File: config.mk
export PLATFORM = sky130hd
export DESIGN_NAME = nmea_sentence_framer_top
export DESIGN_NICKNAME = d
export VERILOG_FILES = /design/src/hw/rtl/nsf_pkg.sv /design/src/hw/rtl/nsf_classify.sv /design/src/hw/rtl/nsf_type_match.sv /design/src/hw/rtl/nmea_sentence_framer_top.sv
export VERILOG_INCLUDE_DIRS = /design/src /design/src/hw/rtl
export SDC_FILE = /design/constraint.sdc
export NUM_CORES = 1
export LEC_CHECK = 0
export BUFFER_PORTS_ARGS = -buffer_cell sky130_fd_sc_hd__buf_4
export CAP_MARGIN = 30
export CORE_MARGIN = 5
export CORE_UTILIZATION = 45
export CTS_CLUSTER_SIZE = 25
export DETAILED_ROUTE_END_ITERATION = 10
export SLEW_MARGIN = 40
export SYNTH_ARGS = -nofsm -noshare
export SYNTH_HDL_FRONTEND = slang
export SYNTH_SLANG_ARGS = --single-unit
File: constraint.sdc
create_clock -name clk -period 6.75 [get_ports clk]
set_input_delay 0 -clock clk [delete_from_list [all_inputs] [get_ports clk]]
set_output_delay 0 -clock clk [all_outputs]
set_load 0.01 [all_outputs]
File: src/hw/rtl/nmea_sentence_framer_top_macros.svh
// Assertion helpers used by the framer top-level RTL.
// Each macro expects clk and rst_n in scope.
`ifndef NMEA_SENTENCE_FRAMER_TOP_MACROS_SVH
`define NMEA_SENTENCE_FRAMER_TOP_MACROS_SVH

// Same-cycle implication.
`define NSF_ASSERT_NOW(label, ante, cons) \
    label: assert property (@(posedge clk) disable iff (!rst_n) (ante) |-> (cons)) \
        else $error("framer assertion failed");

// Next-cycle implication.
`define NSF_ASSERT_NEXT(label, ante, cons) \
    label: assert property (@(posedge clk) disable iff (!rst_n) (ante) |=> (cons)) \
        else $error("framer assertion failed");

`endif

File: src/hw/rtl/nsf_pkg.sv
`timescale 1ns / 1ps
package nsf_pkg;

    localparam int NSF_MAX_SENTENCE = 128;
    localparam int HDR_LEN          = 6;
    localparam int NUM_TYPES        = 6;
    localparam int BODY_LEN_W       = 7;
    localparam int KIND_W           = 3;
    localparam int TDATA_W          = 16;

    localparam logic [7:0] CH_NL     = 8'h0A;
    localparam logic [7:0] CH_CR     = 8'h0D;
    localparam logic [7:0] CH_DOLLAR = 8'h24;
    localparam logic [7:0] CH_STAR   = 8'h2A;
    localparam logic [7:0] CH_COMMA  = 8'h2C;
    localparam logic [7:0] CH_PERIOD = 8'h2E;
    localparam logic [7:0] CH_0      = 8'h30;
    localparam logic [7:0] CH_9      = 8'h39;
    localparam logic [7:0] CH_A      = 8'h41;
    localparam logic [7:0] CH_F      = 8'h46;
    localparam logic [7:0] CH_Z      = 8'h5A;

    // Sentence addresses, first character in the high byte.
    localparam logic [39:0] TYPE_NAMES [NUM_TYPES] = '{
        "GPGGA", "GPGLL", "GPGSA", "GPRMC", "GPGSV", "GPVTG"
    };

    typedef enum logic [1:0] {
        EV_ACCEPTED = 2'd0,
        EV_BAD_SUM  = 2'd1,
        EV_TOO_LONG = 2'd2,
        EV_UNKNOWN  = 2'd3
    } event_kind_t;

    typedef struct packed {
        logic       is_nl;
        logic       is_cr;
        logic       is_dollar;
        logic       is_star;
        logic       is_body;
        logic       is_hex;
        logic [3:0] hex_val;
    } char_class_t;

    typedef struct packed {
        logic              hit;
        logic [KIND_W-1:0] code;
    } type_match_t;

endpackage

File: src/hw/rtl/nsf_classify.sv
`timescale 1ns / 1ps
module nsf_classify (
    input  logic [7:0]           rx_byte,
    output nsf_pkg::char_class_t cls
);
    import nsf_pkg::*;

    logic is_digit;
    logic is_upper;
    logic is_af;

    assign is_digit = (rx_byte >= CH_0) && (rx_byte <= CH_9);
    assign is_upper = (rx_byte >= CH_A) && (rx_byte <= CH_Z);
    assign is_af    = (rx_byte >= CH_A) && (rx_byte <= CH_F);

    always_comb
    begin
        cls.is_nl     = (rx_byte == CH_NL);
        cls.is_cr     = (rx_byte == CH_CR);
        cls.is_dollar = (rx_byte == CH_DOLLAR);
        cls.is_star   = (rx_byte == CH_STAR);
        cls.is_body   = is_digit || is_upper || (rx_byte == CH_COMMA)
                        || (rx_byte == CH_PERIOD);
        cls.is_hex    = is_digit || is_af;
        // 'A'..'F' have low nibbles 1..6; add 9 to land on 10..15
        cls.hex_val   = is_digit ? rx_byte[3:0] : (rx_byte[3:0] + 4'd9);
    end

endmodule

File: src/hw/rtl/nsf_type_match.sv
`timescale 1ns / 1ps
module nsf_type_match (
    input  logic [7:0]           header [nsf_pkg::HDR_LEN],
    input  logic                 long_enough,
    output nsf_pkg::type_match_t match
);
    import nsf_pkg::*;

    logic [39:0] prefix;

    assign prefix = {header[0], header[1], header[2], header[3], header[4]};

    always_comb
    begin
        match.hit  = 1'b0;
        match.code = '0;
        // Scan from the top so the lowest matching code wins
        for (int t = NUM_TYPES - 1; t >= 0; t--)
        begin
            if (prefix == TYPE_NAMES[t])
            begin
                match.hit  = 1'b1;
                match.code = KIND_W'(t);
            end
        end
        if (!long_enough || (header[HDR_LEN-1] != CH_COMMA))
        begin
            match.hit  = 1'b0;
            match.code = '0;
        end
    end

endmodule

File: src/hw/rtl/nmea_sentence_framer_top.sv
`timescale 1ns / 1ps
// NMEA 0183 sentence framer. Feed one received character per request on s_axis;
// the block takes a byte every clock cycle while no result stalls it, and answers
// a completed, failed or overlong sentence with one request on m_axis whose tvalid
// rises after the closing byte has passed the input register and then the result
// register. Bytes that end no sentence give no result. s_axis_tready drops only
// while a result waits in the result register and m_axis_tready is low. Illegal bytes
// drop sync without a result; after a bad checksum every further newline repeats it.
`include "nmea_sentence_framer_top_macros.svh"
module nmea_sentence_framer_top #(
    parameter int MAX_SENTENCE = nsf_pkg::NSF_MAX_SENTENCE
) (
    input  logic                        clk,
    input  logic                        rst_n,
    input  logic                        s_axis_tvalid,
    output logic                        s_axis_tready,
    // [7:0] rx_byte
    input  logic [7:0]                  s_axis_tdata,
    output logic                        m_axis_tvalid,
    input  logic                        m_axis_tready,
    // [1:0] event_kind, [4:2] sentence_kind, [11:5] body_length, [12] in_sync
    output logic [nsf_pkg::TDATA_W-1:0] m_axis_tdata
);
    import nsf_pkg::*;

    localparam int CNT_W = $clog2(MAX_SENTENCE);
    localparam logic [CNT_W-1:0] CNT_LIMIT = CNT_W'(MAX_SENTENCE - 1);
    localparam logic [CNT_W-1:0] CNT_HDR   = CNT_W'(HDR_LEN);

    typedef enum logic [2:0] {
        PH_WAIT_NL,
        PH_DOLLAR,
        PH_BODY,
        PH_HEX_HI,
        PH_HEX_LO,
        PH_END_NL
    } phase_t;

    phase_t          phase_reg, phase_next;
    logic [7:0]      xor_reg, xor_next;
    logic [CNT_W-1:0] count_reg, count_next;
    logic            sync_reg, sync_next;
    logic [7:0]      header_reg [HDR_LEN];

    logic            in_valid_reg, in_valid_next;
    logic [7:0]      byte_reg;

    logic            out_valid_reg, out_valid_next;
    event_kind_t     ev_reg, ev_next;
    logic [KIND_W-1:0] kind_reg, kind_next;
    logic [BODY_LEN_W-1:0] len_reg, len_next;
    logic            osync_reg, osync_next;

    logic            fire;
    logic            emit;
    logic            hdr_write;
    logic [BODY_LEN_W+CNT_W-1:0] count_ext;
    char_class_t     cls;
    type_match_t     match;

    nsf_classify u_classify (
        .rx_byte (byte_reg),
        .cls     (cls)
    );

    nsf_type_match u_type_match (
        .header      (header_reg),
        .long_enough (count_reg >= CNT_HDR),
        .match       (match)
    );

    assign fire          = in_valid_reg && (!out_valid_reg || m_axis_tready);
    assign s_axis_tready = !in_valid_reg || fire;
    assign count_ext     = {{BODY_LEN_W{1'b0}}, count_reg};

    always_comb
    begin
        phase_next = phase_reg;
        xor_next   = xor_reg;
        count_next = count_reg;
        sync_next  = sync_reg;
        emit       = 1'b0;
        hdr_write  = 1'b0;
        ev_next    = EV_ACCEPTED;
        kind_next  = '0;
        len_next   = count_ext[BODY_LEN_W-1:0];
        osync_next = sync_reg;
        case (phase_reg)
            PH_WAIT_NL:
            begin
                if (cls.is_nl)
                    phase_next = PH_DOLLAR;
                else
                    sync_next = 1'b0;
            end
            PH_DOLLAR:
            begin
                if (cls.is_dollar)
                begin
                    phase_next = PH_BODY;
                    xor_next   = '0;
                    count_next = '0;
                end
                else
                begin
                    phase_next = PH_WAIT_NL;
                    sync_next  = 1'b0;
                end
            end
            PH_BODY:
            begin
                if (cls.is_star)
                    phase_next = PH_HEX_HI;
                else if (cls.is_body && (count_reg == CNT_LIMIT))
                begin
                    phase_next = PH_WAIT_NL;
                    sync_next  = 1'b0;
                    emit       = 1'b1;
                    ev_next    = EV_TOO_LONG;
                    osync_next = 1'b0;
                end
                else if (cls.is_body)
                begin
                    hdr_write  = (count_reg < CNT_HDR);
                    count_next = count_reg + 1'b1;
                    xor_next   = xor_reg ^ byte_reg;
                end
                else
                begin
                    phase_next = PH_WAIT_NL;
                    sync_next  = 1'b0;
                end
            end
            PH_HEX_HI:
            begin
                if (cls.is_hex)
                begin
                    xor_next   = xor_reg ^ {cls.hex_val, 4'h0};
                    phase_next = PH_HEX_LO;
                end
                else
                begin
                    phase_next = PH_WAIT_NL;
                    sync_next  = 1'b0;
                end
            end
            PH_HEX_LO:
            begin
                if (cls.is_hex)
                begin
                    xor_next   = xor_reg ^ {4'h0, cls.hex_val};
                    phase_next = PH_END_NL;
                end
                else
                begin
                    phase_next = PH_WAIT_NL;
                    sync_next  = 1'b0;
                end
            end
            PH_END_NL:
            begin
                if (cls.is_cr)
                    phase_next = PH_END_NL;
                else if (cls.is_nl && (xor_reg != '0))
                begin
                    // hold phase and sync so later newlines repeat the report
                    emit    = 1'b1;
                    ev_next = EV_BAD_SUM;
                end
                else if (cls.is_nl)
                begin
                    emit       = 1'b1;
                    sync_next  = 1'b1;
                    phase_next = PH_DOLLAR;
                    osync_next = 1'b1;
                    ev_next    = match.hit ? EV_ACCEPTED : EV_UNKNOWN;
                    kind_next  = match.hit ? match.code : '0;
                end
                else
                begin
                    phase_next = PH_WAIT_NL;
                    sync_next  = 1'b0;
                end
            end
            default:
            begin
                phase_next = PH_WAIT_NL;
                sync_next  = 1'b0;
            end
        endcase
    end

    always_comb
    begin
        in_valid_next = in_valid_reg;
        if (s_axis_tready)
            in_valid_next = s_axis_tvalid;
        out_valid_next = out_valid_reg;
        if (fire)
            out_valid_next = emit;
        else if (m_axis_tready)
            out_valid_next = 1'b0;
    end

    always_ff @(posedge clk or negedge rst_n)
    begin
        if (!rst_n)
        begin
            phase_reg     <= PH_WAIT_NL;
            xor_reg       <= '0;
            count_reg     <= '0;
            sync_reg      <= 1'b0;
            in_valid_reg  <= 1'b0;
            out_valid_reg <= 1'b0;
            ev_reg        <= EV_ACCEPTED;
            kind_reg      <= '0;
            len_reg       <= '0;
            osync_reg     <= 1'b0;
        end
        else
        begin
            in_valid_reg  <= in_valid_next;
            out_valid_reg <= out_valid_next;
            if (fire)
            begin
                phase_reg <= phase_next;
                xor_reg   <= xor_next;
                count_reg <= count_next;
                sync_reg  <= sync_next;
            end
            if (fire && emit)
            begin
                ev_reg    <= ev_next;
                kind_reg  <= kind_next;
                len_reg   <= len_next;
                osync_reg <= osync_next;
            end
        end
    end

    // Payload storage, no reset
    always_ff @(posedge clk)
    begin
        if (s_axis_tvalid && s_axis_tready)
            byte_reg <= s_axis_tdata;
        if (fire && hdr_write)
            header_reg[count_reg[2:0]] <= byte_reg;
    end

    assign m_axis_tvalid = out_valid_reg;
    assign m_axis_tdata  = {{(TDATA_W - 13){1'b0}}, osync_reg, len_reg, kind_reg, ev_reg};

    `NSF_ASSERT_NOW(a_no_overwrite, out_valid_reg && !m_axis_tready, !fire)
    `NSF_ASSERT_NOW(a_sync_phase, sync_reg, phase_reg != PH_WAIT_NL)
    `NSF_ASSERT_NOW(a_count_limit, 1'b1, count_reg <= CNT_LIMIT)
    `NSF_ASSERT_NEXT(a_long_drops, fire && emit && (ev_next == EV_TOO_LONG),
        !sync_reg && !osync_reg && (phase_reg == PH_WAIT_NL))

endmodule

Word-level counts from Yosys, hierarchy flattened
Index checks and enable logic that the tools add are counted.
{ "classes": {"addsub": 2, "magnitude_cmp": 9, "eq_ne": 34, "mux": 73, "n_bitwise": 4, "reduce_logical": 30} }
{ "ops": {"columns": ["op", "n"], "rows": [
  ["40-bit by 39-bit equality test with 1-bit output (second input constant)", 6],
  ["8-bit two-way mux", 7],
  ["48-bit bitwise mux", 1],
  ["3-bit two-way mux", 13],
  ["8-bit by 6-bit equality test with 1-bit output (second input constant)", 4],
  ["4-bit two-way mux", 8],
  ["8-bit one-hot mux with 4 select lines", 1],
  ["7-bit two-way mux", 4],
  ["1-bit two-way mux", 25],
  ["8-bit demux with 3-bit select", 1],
  ["2-bit != test (second input constant)", 12],
  ["3-bit one-hot mux with 6 select lines", 1],
  ["8-bit by 4-bit equality test with 1-bit output (second input constant)", 2],
  ["8-bit by 7-bit less-or-equal comparator with 1-bit output (second input constant)", 2],
  ["8-bit AND reduction", 2],
  ["8-bit bitwise XOR", 2],
  ["2-bit two-way mux", 7],
  ["7-bit one-hot mux with 2 select lines", 1],
  ["1-bit logical AND", 10],
  ["8-bit by 6-bit greater-or-equal comparator with 1-bit output (second input constant)", 1],
  ["8-bit by 7-bit greater-or-equal comparator with 1-bit output (second input constant)", 1],
  ["8-bit by 6-bit less-or-equal comparator with 1-bit output (second input constant)", 1],
  ["8-bit by 6-bit != test with 1-bit output (second input constant)", 1],
  ["8-bit nonzero test", 1],
  ["other kinds (25)", 38]
]} }
{ "word_totals": {"register_bits": 90, "inputBits": 12, "out_inout_bits": 18, "word_cells": 169} }

Depth between registers and ports, before layout
Gate-level depths: netlist of run 1.
{ "depth": {"depth_word": 13, "mapped_depth": 10, "mapped_depth_nobuf": 8} }

By module
A second synthesis of run 1 with hierarchy kept.
{ "unflattened": {"hier_cells": 388, "area_unflattened_um2": 4586.9} }
{ "by_module_without_submodules": {"columns": ["module", "instances", "cells_each", "area_per_inst_um2", "seq_area_each_um2"], "rows": [
  ["nmea_sentence_framer_top", 1, 297, 3871.2, 2532.4],
  ["nsf_type_match", 1, 47, 386.6, 0.0],
  ["nsf_classify", 1, 44, 329.1, 0.0]
]} }

Worst setup path before layout of run 1
Ideal clock, no wire load.
{ "synth_path": {"path_type": "flip-flop to flip-flop", "from": "reg byte_reg[6]", "to": "reg header_reg[32] (netlist bit), enable pin", "setup_ps": 383, "t_arrival_ps": 2660, "required_ps": 6367, "setup_slack_ps": 3706, "path_stages_with_launch": 7, "path_buffers": 0, "period_less_slack_ps": 3044, "cell_sequence": "edfxtp_1 > or4b_4 > or3_1 > o211a_2 > nor4_1 > nand2_1 > nor3_1"} }
{ "synth_via": {"elab_chain_len": 10, "elab_cells_between_ends": 18, "cone_classes": "order compare: 4; eq/ne: 3; mux: 4; reduce/logical: 7"} }
{ "synth_lines": {"columns": ["item", "line_no", "rtl"], "rows": [
  ["from (decl)", "nmea_sentence_framer_top.sv:46", "logic [7:0] byte_reg;"],
  ["from (signal assigned)", "nmea_sentence_framer_top.sv:245", "byte_reg <= s_axis_tdata;"],
  ["8-bit by 6-bit greater-or-equal comparator with 1-bit output, or another cell as far along", "nsf_classify.sv:12", "assign is_digit = (rx_byte >= CH_0) && (rx_byte <= CH_9);"],
  ["1-bit logical AND, on equally long branches", "nsf_classify.sv:12, nsf_classify.sv:13", null],
  ["1-bit logical OR (2 in a row)", "nsf_classify.sv:22", "cls.is_body = is_digit || is_upper || (rx_byte == CH_COMMA)"],
  ["1-bit logical OR", "nsf_classify.sv:23", "|| (rx_byte == CH_PERIOD);"],
  ["1-bit two-way mux or 1-bit logical AND (tied branches)", "nmea_sentence_framer_top.sv:122, nmea_sentence_framer_top.sv:114", null],
  ["1-bit two-way mux", "nmea_sentence_framer_top.sv:114", "else if (cls.is_body && (count_reg == CNT_LIMIT))"],
  ["1-bit two-way mux *", "nmea_sentence_framer_top.sv:112", "if (cls.is_star)"],
  ["1-bit two-way mux *", "nmea_sentence_framer_top.sv:88", "case (phase_reg)"],
  ["1-bit logical AND *", "nmea_sentence_framer_top.sv:246", "if (fire && hdr_write)"],
  ["to (signal, indexed assignment)", "nmea_sentence_framer_top.sv:247", "header_reg[count_reg[2:0]] <= byte_reg;"],
  ["to (decl)", "nmea_sentence_framer_top.sv:43", "logic [7:0] header_reg [HDR_LEN];"]
]} }
Mark *: on every way between the ends. The rest lies on a longest branch, timed or not.
A chain may end at the register's enable or synchronous reset.

Worst setup path after layout of run 1
{ "layout_path": {"from": "reg byte_reg[0]", "to": "reg header_reg[8] (netlist bit), enable pin"} }
The elaborated chain is that of the path after synthesis.

==> results.cfg, run 1 <==
[global_routing]
grt_pass1_wl_um = 17300
antenna_found_initial = 0
grt_use_met1_pct = 24.6
grt_use_met3_pct = 2.95
gr-total-overflow = 0
grtUsageMet2_pct = 27.3
grt_pass1_vias = 3314
grt_usage_pct = 17.4
grt_start_max_net_pins = 35
busiest_layer = met2

[finish]
final_design_area_no_fill_sq_um = 5250
nets = 468
fin_util_pct = 51.5
diodes = 0
layoutNonFillerInstCount = 590
fill_cells = 919
layout_commonest_cell = edfxtp_1
syn_to_final_growth_pct = 13.7
drive_above_1_share_pct = 14.8
largest_reg_flops = 48
mostFrequentLayoutCells = edfxtp_1 (56), dfrtp_1 (33), nand2_1 (30)

[timing]
min_period_ns = 3.26
final.setup.tns_ns = 0
worstMarginPinSlew_ns = 0.760
slew_headroom_pct = 49.4
rsz0062_at_grt = false
slew_violations = 0
finClkSkew_ns = 0.00965
fmax_mhz = 307
min_period_over_period_pct = 48.3
hold_violations = 0
setup_viol = 0

[hold_path]
hp-class = in2async

[logic_synthesis]
synth.distinct_cells = 70
ys.flop_type = edfxtp_1
synth_seq_cells = 90
syn-cell-area_sq_um = 4610
synth_area_per_cell_sq_um = 11.1
synth_warnings = 0
synth-edff-count = 56
async_flop_share_pct = 37.8
synth_seq_area_share_pct = 54.9
synthCells = 417

[placed_design]
dp_hpwl_um = 7550
dpl-instance-area_sq_um = 4910
dp_cells = 562
portBuffers = 26
place_congestion = 0.847

[clock_tree]
clock_sinks = 90
h-tree-depth = 3
post_cts_resize_count = 0
clockRootBuffer = clkbuf_8
clock_latency_ns = 0.36
tritoncts = built
cts_buffer_depth = 2
clk_pin_slew_ns = 0.10
cts_hold_buffers = 12
cts_post_setup_buffers_inserted = 0
numCtsBuffers = 9

[run_status]
status = finished clean

[worst_setup_path]
end_kind = flip-flop
worstSetupStartpointType = flip-flop
r2r-start = byte_reg[0]$_DFFE_PP_
critPathLaunch = byte_reg[0]$_DFFE_PP_
crit_type = reg2reg
crit_family = simple AND/OR/NAND/NOR gates
slowest_stage = edfxtp_1
worstPathArrival_ns = 3.26
cp_cell_sequence = inv_1 > ha_1 > or4b_1 > o21ai_0 > o211a_2 > nor4_1 > nand2_1 > nor2_1
reg2regPathDepth = 8
worstPathMaxFanout = 13
critPathRequiredTime_ns = 6.75
slowest_delay_ns = 0.70
timing.rr.end = header_reg[8]$_DFFE_PP_
rrSetupSlack_ns = 3.49
path_buf_inv = 1

[routing]
finalWirelength_um = 10600
route.detailed.wl_per_inst_um = 17.9
drt.antenna.violating_nets = 0
num_vias = 3461
drc = 0
first_pass_iters = 5
drtIter0Drc = 250
viasPerCell = 5.87

[flow_run]
cap_viol_max_count = 0

[die]
fp.dieW_um = 111
fp-row-count = 37
start_util_pct = 45.3
fp.dieH_um = 111
fp.coreArea_sq_um = 10200
die_area_sq_um = 12400
ios = 30

[power_and_ir_drop]
p_leak_nw = 1.90
total_power_mw = 1.27
irDropWorstVdd_mv = 0.126
powerDensity_nw_per_um2 = 241
power breakdown:
part / switching [mW] / total [mW] / internal, mW
combinational: 0.134 / 0.226 / 0.0921
clock: 0.211 / 0.353 / 0.143
sequential: 0.0669 / 0.687 / 0.620
total: 0.411 / 1.27 / 0.855
worst max path at each step:
stage / depth (start not counted) / slack, ns / endpoint
6_report: 8 / 3.49 / header_reg[8]$_DFFE_PP_
5_1_grt: 8 / 3.27 / len_reg[1]$_DFFE_PN0P_
4_1_cts: 8 / 3.37 / header_reg[30]$_DFFE_PP_
3_3_place_gp: 8 / 3.27 / header_reg[32]$_DFFE_PP_
3_5_place_dp: 8 / 3.42 / header_reg[30]$_DFFE_PP_
2_1_floorplan: 6 / 3.71 / header_reg[32]$_DFFE_PP_
layout make-up:
| type | instances | area (sq um) | area share, % |
|---|---|---|---|
| clock buffers | 9 | 124 | 2.36 |
| clock inverters | 7 | 68.8 | 1.31 |
| inverters | 10 | 37.5 | 0.715 |
| multi-input cells | 300 | 2000 | 38.1 |
| flip-flops and latches | 90 | 2530 | 48.3 |
| well taps | 136 | 170 | 3.24 |
| repair buffers | 38 | 315 | 6.01 |
Yosys cell counts (all sizes together) (7+ instances only):
master,instances,area share (%)
edfxtp,56,36
dfrtp,34,18
nand2,30,2.4
nor2,30,2.4
o21ai,24,2.6
nand3,16,1.7
nor3,16,1.7
nor4,16,2.2
a21oi,14,1.5
nand4,11,1.5
clkbuf,10,0.81
inv,10,0.81
nand2b,10,1.4
buf,9,1.2
mux2,9,2.2
and2,7,0.95
ha,7,1.9
nand3b,7,1.1
nor2b,7,0.95
nor4bb,7,1.5
o31ai,7,1.4
stage by stage:
stage,hold WS (ns),setup slack (ns)
2_1_floorplan,-0.296,3.71
3_3_place_gp,-0.0288,3.27
3_5_place_dp,-0.0245,3.42
4_1_cts,0.116,3.37
5_1_grt,0.150,3.27
6_report,0.118,3.49
routing by layer:
layer  vias up  wire (um)
li1       1671          -
met1      1683       4910
met2        92       4950
met3        15        511
met4         0        178
met5         -          0
logic make-up after synthesis:
| logic type | after synthesis | synth area share, % |
|---|---|---|
| AND/OR/NAND/NOR | 185 | 23.1 |
| AO/OA/AOI/OAI | 91 | 14.0 |
| flip-flops | 90 | 54.9 |
| buffers and inverters | 29 | 2.87 |
| multiplexers | 12 | 2.85 |
| adder cells (fa/ha/maj) | 7 | 1.90 |
| XOR/XNOR | 2 | 0.380 |
| other | 1 | 0.0813 |
(Power assumes the default switching activity.)
==> inputs of run 2 (changes only) <==
==> constraint.sdc (replaced) <==
create_clock -name clk -period 2.7 [get_ports clk]
set_input_delay 0 -clock clk [delete_from_list [all_inputs] [get_ports clk]]
set_output_delay 0 -clock clk [all_outputs]
set_load 0.01 [all_outputs]
==> results.cfg, run 2 (synthesis gave the netlist of run 1 again) <==
[run_status]
status = finished clean

[die]
ios = 30
fp-row-count = 37
die_area_sq_um = 12400
start_util_pct = 45.3
fp.dieW_um = 111
fp.dieH_um = 111
fp.coreArea_sq_um = 10200

[worst_setup_path]
worstPathMaxFanout = 8
crit_type = reg2reg
worstSetupStartpointType = flip-flop
end_kind = flip-flop
worstPathArrival_ns = 2.62
reg2regPathDepth = 6
critPathRequiredTime_ns = 2.73

[clock_tree]
clock_sinks = 90
clock_latency_ns = 0.36
tritoncts = built
cts_buffer_depth = 2
clk_pin_slew_ns = 0.09
clockRootBuffer = clkbuf_8
numCtsBuffers = 9
h-tree-depth = 3

[routing]
route.detailed.wl_per_inst_um = 17.6
drt.antenna.violating_nets = 0
num_vias = 3607
drtIter0Drc = 214
viasPerCell = 5.80
drc = 0
first_pass_iters = 6
finalWirelength_um = 11000

[placed_design]
dp_hpwl_um = 7920
dp_slack_ns = 0.0229
portBuffers = 26
place_congestion = 0.902
dpl-instance-area_sq_um = 5160

[global_routing]
antenna_found_initial = 0
grt_usage_pct = 18.3
grt_use_met1_pct = 25.6
grt_start_max_net_pins = 35
grtUsageMet2_pct = 28.9
grt_pass1_vias = 3553
gr-total-overflow = 0
grt_pass1_wl_um = 18200
busiest_layer = met2
grt_use_met3_pct = 3.49

[finish]
fin_util_pct = 54.2
fill_cells = 904
nets = 500
seq_area_sq_um = 2530
multi_input_area_sq_um = 1990
layout_commonest_cell = buf_4
diodes = 0
drive_above_1_share_pct = 19.8
syn_to_final_growth_pct = 19.7
mostFrequentLayoutCells = buf_4 (57), edfxtp_1 (56), dfrtp_1 (34)
final_design_area_no_fill_sq_um = 5520
largest_reg_flops = 48

[timing]
fmax_mhz = 385
slew_violations = 0
rsz0062_at_grt = true
finClkSkew_ns = 0.0112
min_period_over_period_pct = 96.2
setup_viol = 0
slew_headroom_pct = 58.4
worstMarginPinSlew_ns = 0.618
final.setup.tns_ns = 0
finalWorstSetupSlack_ns = 0.103
min_period_ns = 2.60
hold_violations = 0

[power_and_ir_drop]
irDropWorstVdd_mv = 0.332
p_leak_nw = 2.07
total_power_mw = 3.39
powerDensity_nw_per_um2 = 613

[hold_path]
hp-class = in2async

[flow_run]
cap_viol_max_count = 0
[run 2: through the flow]
step / std cells / hold WS (ns)
3_3_place_gp: 593 / -0.0246
6_report: 622 / 0.114
5_1_grt: 622 / 0.164
2_1_floorplan: 419 / -0.296
4_1_cts: 621 / 0.115
3_5_place_dp: 593 / -0.0229
[run 2: final cells by class]
type	instances	area share, %
sequential	90	45.8
multi-input combinational	300	36.1
timing repair buffer	70	10.3
tap	136	3.08
clock buffer	9	2.24
clock inverter	7	1.77
inverter	10	0.680
[run 2: worst max-delay path, stage by stage, from the launching register on]
cell	delay (ns)
edfxtp_1	0.39
or4b_4	0.55
or3_1	0.38
o211a_2	0.18
nor4_2	0.18
nand2_1	0.20
nor2_2	0.38
[run 2: worst paths after layout]
kind                                               from                        to  slack (ns)
worst max-delay path              byte_reg[6]$_DFFE_PP_  header_reg[21]$_DFFE_PP_        0.10
worst min-delay path                              rst_n    len_reg[4]$_DFFE_PN0P_        0.11
worst max register to register    byte_reg[6]$_DFFE_PP_  header_reg[21]$_DFFE_PP_        0.10
worst min register to register  kind_reg[2]$_DFFE_PN0P_   kind_reg[2]$_DFFE_PN0P_        0.50
max in group asynchronous                         rst_n    xor_reg[2]$_DFFE_PN0P_        2.26
min in group clk                        s_axis_tdata[7]     byte_reg[7]$_DFFE_PP_        0.36
[run 2: timing repair]
item                                    4_1_cts  5_1_grt
gates resized for setup                       0        2
endpoints found under the setup margin        0       34
hold buffers                                 12        0
setup buffers                                 0        1
hold endpoints to repair                     44        0
[run 2: metal layers]
layer,vias up,routed length [um]
met1,1765,5080
met2,98,5210
met3,15,505
met4,0,178
li1,1729,-
met5,-,0
[run 2: power breakdown]
group	internal (mW)	switching, mW
registers	1.55	0.0712
clock network	0.528	0.503
logic	0.289	0.449
